--- config.mk ---
export PLATFORM = sky130hd
export DESIGN_NAME = ascii_decimal_integer_parser
export DESIGN_NICKNAME = d
export VERILOG_FILES = /design/src/rtl/adip_pkg.sv /design/src/rtl/adip_cfg.sv /design/src/rtl/adip_parse.sv /design/src/rtl/adip_obuf.sv /design/src/rtl/ascii_decimal_integer_parser.sv
export SDC_FILE = /design/constraint.sdc
export NUM_CORES = 1
export LEC_CHECK = 0
export ABC_AREA = 1
export CAP_MARGIN = 15
export CORE_ASPECT_RATIO = 1.4
export CORE_MARGIN = 4
export CORE_UTILIZATION = 40
export DETAILED_ROUTE_END_ITERATION = 7
export DONT_BUFFER_PORTS = 1
export SLEW_MARGIN = 20
export SYNTH_ARGS = -nofsm -noshare
export SYNTH_HDL_FRONTEND = slang
export SYNTH_SLANG_ARGS = --single-unit
--- constraint.sdc ---
create_clock -name clk -period 5.28 [get_ports clk]
set_clock_uncertainty 0.2 [all_clocks]
set_input_delay 1.056 -clock clk [delete_from_list [all_inputs] [get_ports clk]]
set_output_delay 1.056 -clock clk [all_outputs]
set_load 0.01 [all_outputs]
--- src/rtl/adip_pkg.sv ---
// Shared types, widths and character codes of the decimal parser.
// No dependencies; imported by every module of the block.
`timescale 1ns / 1ps

package adip_pkg;

	localparam int VALUE_BITS    = 32;
	localparam int MAG_BITS      = VALUE_BITS - 1;
	localparam int PROD_BITS     = MAG_BITS + 4;
	localparam int TIMER_BITS    = 16;
	localparam int SKIP_BITS     = 8;
	localparam int TIMEOUT_BITS  = 16;
	localparam int CFG_DATA_BITS = 16;
	localparam int CFG_IDX_BITS  = 1;
	localparam int CMP_BITS      = (TIMER_BITS > TIMEOUT_BITS) ? TIMER_BITS : TIMEOUT_BITS;

	localparam logic [7:0] CH_MINUS = 8'h2D;
	localparam logic [7:0] CH_ZERO  = 8'h30;
	localparam logic [7:0] CH_NINE  = 8'h39;

	localparam logic [PROD_BITS-1:0]  RADIX     = PROD_BITS'(10);
	localparam logic [MAG_BITS-1:0]   MAG_MAX   = {MAG_BITS{1'b1}};
	localparam logic [TIMER_BITS-1:0] TIMER_MAX = {TIMER_BITS{1'b1}};

	localparam logic [SKIP_BITS-1:0]    SKIP_RESET    = SKIP_BITS'(1);
	localparam logic [TIMEOUT_BITS-1:0] TIMEOUT_RESET = TIMEOUT_BITS'(1000);

	typedef enum logic {
		CMD_BYTE = 1'b0,
		CMD_TICK = 1'b1
	} cmd_t;

	typedef enum logic [CFG_IDX_BITS-1:0] {
		REG_SKIP_CHAR = 1'b0,
		REG_TIMEOUT   = 1'b1
	} cfg_reg_t;

	typedef struct packed {
		logic [SKIP_BITS-1:0]    skip_char;
		logic [TIMEOUT_BITS-1:0] timeout_ticks;
	} cfg_t;

	typedef struct packed {
		logic signed [VALUE_BITS-1:0] value;
		logic                         timed_out;
		logic                         overflow;
	} result_t;

endpackage

--- src/rtl/adip_cfg.sv ---
// Configuration registers of the decimal parser: skip character and timeout.
// Depends on adip_pkg.
`timescale 1ns / 1ps

module adip_cfg import adip_pkg::*; (
	input  logic                     clk,
	input  logic                     arst_n,
	input  logic                     cfg_we,
	input  logic [CFG_IDX_BITS-1:0]  cfg_idx,
	input  logic [CFG_DATA_BITS-1:0] cfg_data,
	output cfg_t                     cfg
);

	logic [SKIP_BITS-1:0]    skip_char_q;
	logic [TIMEOUT_BITS-1:0] timeout_ticks_q;

	always_ff @(posedge clk or negedge arst_n) begin
		if (!arst_n) begin
			skip_char_q     <= SKIP_RESET;
			timeout_ticks_q <= TIMEOUT_RESET;
		end else if (cfg_we) begin
			case (cfg_reg_t'(cfg_idx))
				REG_SKIP_CHAR: skip_char_q     <= cfg_data[SKIP_BITS-1:0];
				REG_TIMEOUT:   timeout_ticks_q <= cfg_data[TIMEOUT_BITS-1:0];
				default: ;
			endcase
		end
	end

	assign cfg.skip_char     = skip_char_q;
	assign cfg.timeout_ticks = timeout_ticks_q;

endmodule

--- src/rtl/adip_parse.sv ---
// Parse state registers and the combinational next-state / result logic.
// Depends on adip_pkg.
`timescale 1ns / 1ps

module adip_parse import adip_pkg::*; (
	input  logic       clk,
	input  logic       arst_n,
	input  cfg_t       cfg,
	input  logic       take,
	input  logic       cmd,
	input  logic [7:0] rx_byte,
	output logic       res_valid,
	output result_t    res
);

	logic                  in_number_q, in_number_d;
	logic                  negative_q, negative_d;
	logic [MAG_BITS-1:0]   magnitude_q, magnitude_d;
	logic                  saturated_q, saturated_d;
	logic [TIMER_BITS-1:0] idle_ticks_q, idle_ticks_d;

	logic                  is_digit, is_minus, is_skip;
	logic [PROD_BITS-1:0]  prod;
	logic                  sat_hit;
	logic [TIMER_BITS-1:0] idle_inc;
	logic                  timeout_hit;
	logic [VALUE_BITS-1:0] mag_ext;

	assign is_digit = (rx_byte >= CH_ZERO) && (rx_byte <= CH_NINE);
	assign is_minus = (rx_byte == CH_MINUS);
	assign is_skip  = (rx_byte == cfg.skip_char);

	// digit value is the low nibble for '0'..'9'
	assign prod    = PROD_BITS'(magnitude_q) * RADIX + PROD_BITS'(rx_byte[3:0]);
	assign sat_hit = saturated_q || (prod > PROD_BITS'(MAG_MAX));

	assign idle_inc    = (idle_ticks_q != TIMER_MAX) ? idle_ticks_q + 1'b1 : idle_ticks_q;
	assign timeout_hit = CMP_BITS'(idle_inc) >= CMP_BITS'(cfg.timeout_ticks);

	assign mag_ext = VALUE_BITS'(magnitude_q);

	always_comb begin
		in_number_d   = in_number_q;
		negative_d    = negative_q;
		magnitude_d   = magnitude_q;
		saturated_d   = saturated_q;
		idle_ticks_d  = idle_ticks_q;
		res_valid     = 1'b0;
		res.value     = negative_q ? -$signed(mag_ext) : $signed(mag_ext);
		res.timed_out = 1'b0;
		res.overflow  = saturated_q;
		if (take) begin
			case (cmd_t'(cmd))
				CMD_TICK: begin
					if (timeout_hit) begin
						idle_ticks_d  = '0;
						res_valid     = 1'b1;
						res.timed_out = 1'b1;
						in_number_d   = 1'b0;
						negative_d    = 1'b0;
						magnitude_d   = '0;
						saturated_d   = 1'b0;
					end else begin
						idle_ticks_d = idle_inc;
					end
				end
				CMD_BYTE: begin
					idle_ticks_d = '0;
					if (in_number_q || is_minus || is_digit) begin
						in_number_d = 1'b1;
						if (is_skip) begin
							// separator: no effect
						end else if (is_minus) begin
							negative_d = 1'b1;
						end else if (is_digit) begin
							if (sat_hit) begin
								magnitude_d = MAG_MAX;
								saturated_d = 1'b1;
							end else begin
								magnitude_d = prod[MAG_BITS-1:0];
							end
						end else begin
							// ending byte: emit and drop it
							res_valid   = 1'b1;
							in_number_d = 1'b0;
							negative_d  = 1'b0;
							magnitude_d = '0;
							saturated_d = 1'b0;
						end
					end
				end
				default: ;
			endcase
		end
	end

	always_ff @(posedge clk or negedge arst_n) begin
		if (!arst_n) begin
			in_number_q  <= 1'b0;
			negative_q   <= 1'b0;
			magnitude_q  <= '0;
			saturated_q  <= 1'b0;
			idle_ticks_q <= '0;
		end else begin
			in_number_q  <= in_number_d;
			negative_q   <= negative_d;
			magnitude_q  <= magnitude_d;
			saturated_q  <= saturated_d;
			idle_ticks_q <= idle_ticks_d;
		end
	end

endmodule

--- src/rtl/adip_obuf.sv ---
// Result register with one skid entry between the parser and the output channel.
// Depends on adip_pkg.
`timescale 1ns / 1ps

module adip_obuf import adip_pkg::*; (
	input  logic    clk,
	input  logic    arst_n,
	input  logic    push,
	input  result_t din,
	input  logic    out_stall,
	output logic    full,
	output logic    out_valid,
	output result_t dout
);

	logic    out_valid_q, skid_valid_q;
	result_t out_q, skid_q;
	logic    pop;

	assign pop = out_valid_q && !out_stall;

	always_ff @(posedge clk or negedge arst_n) begin
		if (!arst_n) begin
			out_valid_q  <= 1'b0;
			skid_valid_q <= 1'b0;
		end else if (skid_valid_q) begin
			if (pop) begin
				skid_valid_q <= 1'b0;
			end
		end else if (push) begin
			if (out_valid_q && !pop) begin
				skid_valid_q <= 1'b1;
			end else begin
				out_valid_q <= 1'b1;
			end
		end else if (pop) begin
			out_valid_q <= 1'b0;
		end
	end

	always_ff @(posedge clk) begin
		if (skid_valid_q) begin
			if (pop) begin
				out_q <= skid_q;
			end
		end else if (push) begin
			if (out_valid_q && !pop) begin
				skid_q <= din;
			end else begin
				out_q <= din;
			end
		end
	end

	assign full      = skid_valid_q;
	assign out_valid = out_valid_q;
	assign dout      = out_q;

endmodule

--- src/rtl/ascii_decimal_integer_parser.sv ---
// Decimal integer parser over a stream of received bytes and millisecond ticks.
// Input channel: in_valid / in_stall with cmd (0 = byte, 1 = tick) and rx_byte.
// Output channel: out_valid / out_stall with value, timed_out and overflow.
// Config port: cfg_we writes cfg_data into cfg_idx (0 skip char, 1 timeout
// ticks); the user must write only while idle; the block does not enforce it.
// An input transfer is taken every cycle while in_stall is low; the parse step
// is one pass of compare, multiply-by-ten and add between the state registers
// and the result register, which (or the skid entry, while the receiver
// stalls) registers the result of the byte or tick that ends the number.
// Most input transfers create no result; ending bytes and timeouts create one.
// Reset (arst_n low) returns to seeking, clears the idle counter, empties the
// output stage and loads skip char 1 and timeout 1000.
// When the receiver stalls, the result register holds its result and a skid
// entry takes one more; in_stall rises only while the skid entry is full and
// drops in the cycle after the output transfer frees it.
// Depends on adip_pkg, adip_cfg, adip_parse and adip_obuf.
`timescale 1ns / 1ps

module ascii_decimal_integer_parser import adip_pkg::*; (
	input  logic                         clk,
	input  logic                         arst_n,
	input  logic                         cfg_we,
	input  logic [CFG_IDX_BITS-1:0]      cfg_idx,
	input  logic [CFG_DATA_BITS-1:0]     cfg_data,
	input  logic                         in_valid,
	output logic                         in_stall,
	input  logic                         cmd,
	input  logic [7:0]                   rx_byte,
	output logic                         out_valid,
	input  logic                         out_stall,
	output logic signed [VALUE_BITS-1:0] value,
	output logic                         timed_out,
	output logic                         overflow
);

	cfg_t    cfg;
	logic    take;
	logic    res_valid;
	result_t res;
	result_t dout;
	logic    buf_full;

	// a transfer is taken whenever the skid entry is free
	assign in_stall = buf_full;
	assign take     = in_valid && !buf_full;

	adip_cfg u_cfg (
		.clk      (clk),
		.arst_n   (arst_n),
		.cfg_we   (cfg_we),
		.cfg_idx  (cfg_idx),
		.cfg_data (cfg_data),
		.cfg      (cfg)
	);

	adip_parse u_parse (
		.clk       (clk),
		.arst_n    (arst_n),
		.cfg       (cfg),
		.take      (take),
		.cmd       (cmd),
		.rx_byte   (rx_byte),
		.res_valid (res_valid),
		.res       (res)
	);

	adip_obuf u_obuf (
		.clk       (clk),
		.arst_n    (arst_n),
		.push      (res_valid),
		.din       (res),
		.out_stall (out_stall),
		.full      (buf_full),
		.out_valid (out_valid),
		.dout      (dout)
	);

	assign value     = dout.value;
	assign timed_out = dout.timed_out;
	assign overflow  = dout.overflow;

endmodule

==> metrics <==
Chip Width roughly 150 µm; WL/cell between 10 and 15 µm; fin crit share 0.866; XOR/XNOR share of the synthesized area 0.0529; layout cells sized above 1 0.0632; Buffers on Ports 0; PwrDens approximately 280 nW/µm²; Via Count 9593; worst-path fanout max 34; num rows 71; DRT iter0 DRCs ~430; switching share of power 0.316; Seq cells post-synth ~140; Via density approximately 4.9; sequential fraction of the synthesis area 0.357; Arr. time, crit path approximately 4500 ps; setup violators final 0; Ys Warns 0; Max IR drop VDD roughly 0.19 mV; TritonCTS Buffers 17; Post CTS Setup Buffer Count 0; initial antenna violation count 0; first-pass GRT wire length 45400 µm; global route overflow 0; most common cell after layout, fill and taps aside nand2_1; post-synthesis compound-gate area fraction 0.0551; Tot GR Track Use 0.184; number of synthesized flops with an enable pin slightly below 70; post-synth top area share 0.204; htree depth 4; Max clock buf depth 2; CTS tree built; Mapped Area approximately 11000 µm²; Worst-path clk slew roughly 60 ps; Highest Clock Rate 219 MHz; Slew headroom 0.356; DRT antenna net count 0; Gate power share 0.185; die area a little over 30000 µm²; cells after synthesis roughly 1600; Buf+Inv Stages, Crit Path 4; core area around 27000 µm²; clk sink count between 100 and 150; cell-internal power ~0.0023 W; n_diodes 0; Seq pwr share 0.451; Hold Crit Class input pin to asynchronous set/reset pin; max incr delay on CP approximately 550 ps; status finished clean; most frequent cells in the layout nand2_1, inv_1, nor2_1; Mean Syn Cell Area about 7 µm²; final hold vios 0; root buffer selected by CTS clkbuf_16; Final Wtd Congestion around 0.9; NetSw roughly 0.0011 W; Slew @ Worst Pin between 900 and 1000 ps; synth top area cells nand2_1, edfxtp_1, dfrtp_1, ha_1, inv_1; post-synthesis cell type count 42; final hold slack between 100 and 150 ps; largest net degree at the start of global routing between 70 and 80; Pleak 6.27 nW; Starting Density 0.409; # resized after CTS 0; drt first pass iters 5; slowest CP cell nor4_1; RSZ-0062 raised after global routing false; Post-CTS Hold Buffers 0; I/O pin total 67; Area Growth Syn to Fin 8.61%; Detailed Place HPWL 21700 µm; required time worst endpoint slightly above 5000 ps; clock power share 0.365; post-synthesis simple-gate area fraction 0.350; vias in the first global route about 9400; Vert. Die Dim around 200 µm; crit path kind flip-flop to flip-flop; Net Count, Synth between 1500 and 2000; Synth Area in Adders 0.0928; mux cell area share after synthesis 0; crit path launch type flip-flop; area leader, netlist nand2_1; DRC 0; post-synthesis async set-or-reset flop share 0.528; Most Frequent Cell on Critical Path nand2_1; largest family of logic cells by synthesized area simple AND/OR/NAND/NOR gates; Pins Over Slew Limit 0; crit end category flip-flop; latest clock arrival within the worst-skew pair around 420 ps; Nets 1697; CP top delay family simple AND/OR/NAND/NOR gates; Routed WL roughly 27000 µm; Min Clock Period, post-route ~4600 ps; max-cap violations 0; post-route setup TNS 0 ps; ys flop type dfrtp_1
==> power by group through the flow <==
stage               logic (W)  clock network [W]  registers, W
floorplan            0.000498                  0       0.00148
global placement     0.000614                  0       0.00153
detailed placement   0.000624                  0       0.00153
CTS                  0.000625            0.00125       0.00151
global route         0.000710            0.00129       0.00152
finish               0.000614            0.00121       0.00150
==> cells in the mapped netlist, drive strengths merged (22+ instances only) <==
library cell and instances:
xor2 45, edfxtp 68, nand4 26, dfrtp 69, a21oi 39, nand3 104
o21ai 43, ha 79, nor2 142, xnor2 22, nand2 612, inv 228
==> cell families (layout without fill, tap and decap cells) <==
group | after synthesis | in the layout
fa+ha+maj | 81 | 81
compound gates | 110 | 110
flops | 144 | 144
xor+xnor | 67 | 67
simple gates | 928 | 928
buf+inv | 261 | 268
==> metrics by stage <==
stage | util | area (µm²) | worst slack, ps | instances | power [W]
floorplan | - | 11100 | 19.5 | 1591 | 0.00198
global placement | 0.422 | 11400 | 858 | 1931 | 0.00214
detailed placement | 0.422 | 11400 | 713 | 1931 | 0.00215
CTS | 0.444 | 12000 | 673 | 1963 | 0.00338
global route | 0.444 | 12000 | 105 | 1963 | 0.00352
finish | 0.444 | 12000 | 709 | 1963 | 0.00333
==> sequential cells by signal (all words and copies together), names as in the netlist <==
signal,flops
u_cfg.skip_char_q,8
u_cfg.timeout_ticks_q,16
u_obuf.dout,34
u_obuf.full,1
u_obuf.out_valid,1
u_obuf.skid_q,34
u_parse.idle_ticks_q,16
u_parse.in_number_q,1
u_parse.magnitude_q,31
u_parse.negative_q,1
u_parse.saturated_q,1
==> metal layers <==
metal  GRT usage  vias up  part of all wire
met4      0.0650        0             0.027
met3      0.0243       47             0.021
met2       0.328      153              0.50
met1       0.226     4347              0.46
li1            -     5046                 -
met5           0        -                 0
==> layout make-up <==
class | count | area (µm²)
clock buffer | 17 | 425
clock inverter | 15 | 175
fill | 2767 | 15100
inverter | 229 | 860
multi-input combinational | 1186 | 6120
sequential | 144 | 3950
tap | 365 | 457
timing repair buffer | 7 | 52.6
==> worst paths after layout <==
kind,start,to,slack (ps),depth (start not counted)
min in group clk,u_cfg.timeout_ticks_q[2],u_cfg.timeout_ticks_q[2],280,2
hold / removal,arst_n,u_cfg.timeout_ticks_q[11],130,0
hold reg to reg,u_cfg.timeout_ticks_q[2],u_cfg.timeout_ticks_q[2],280,2
setup / recovery,u_parse.idle_ticks_q[3],u_obuf.dout[0],710,28
max in group asynchronous,arst_n,u_cfg.timeout_ticks_q[3],4540,0
setup reg to reg,u_parse.idle_ticks_q[3],u_obuf.dout[0],710,28
Power figures use the tool's default switching activity.
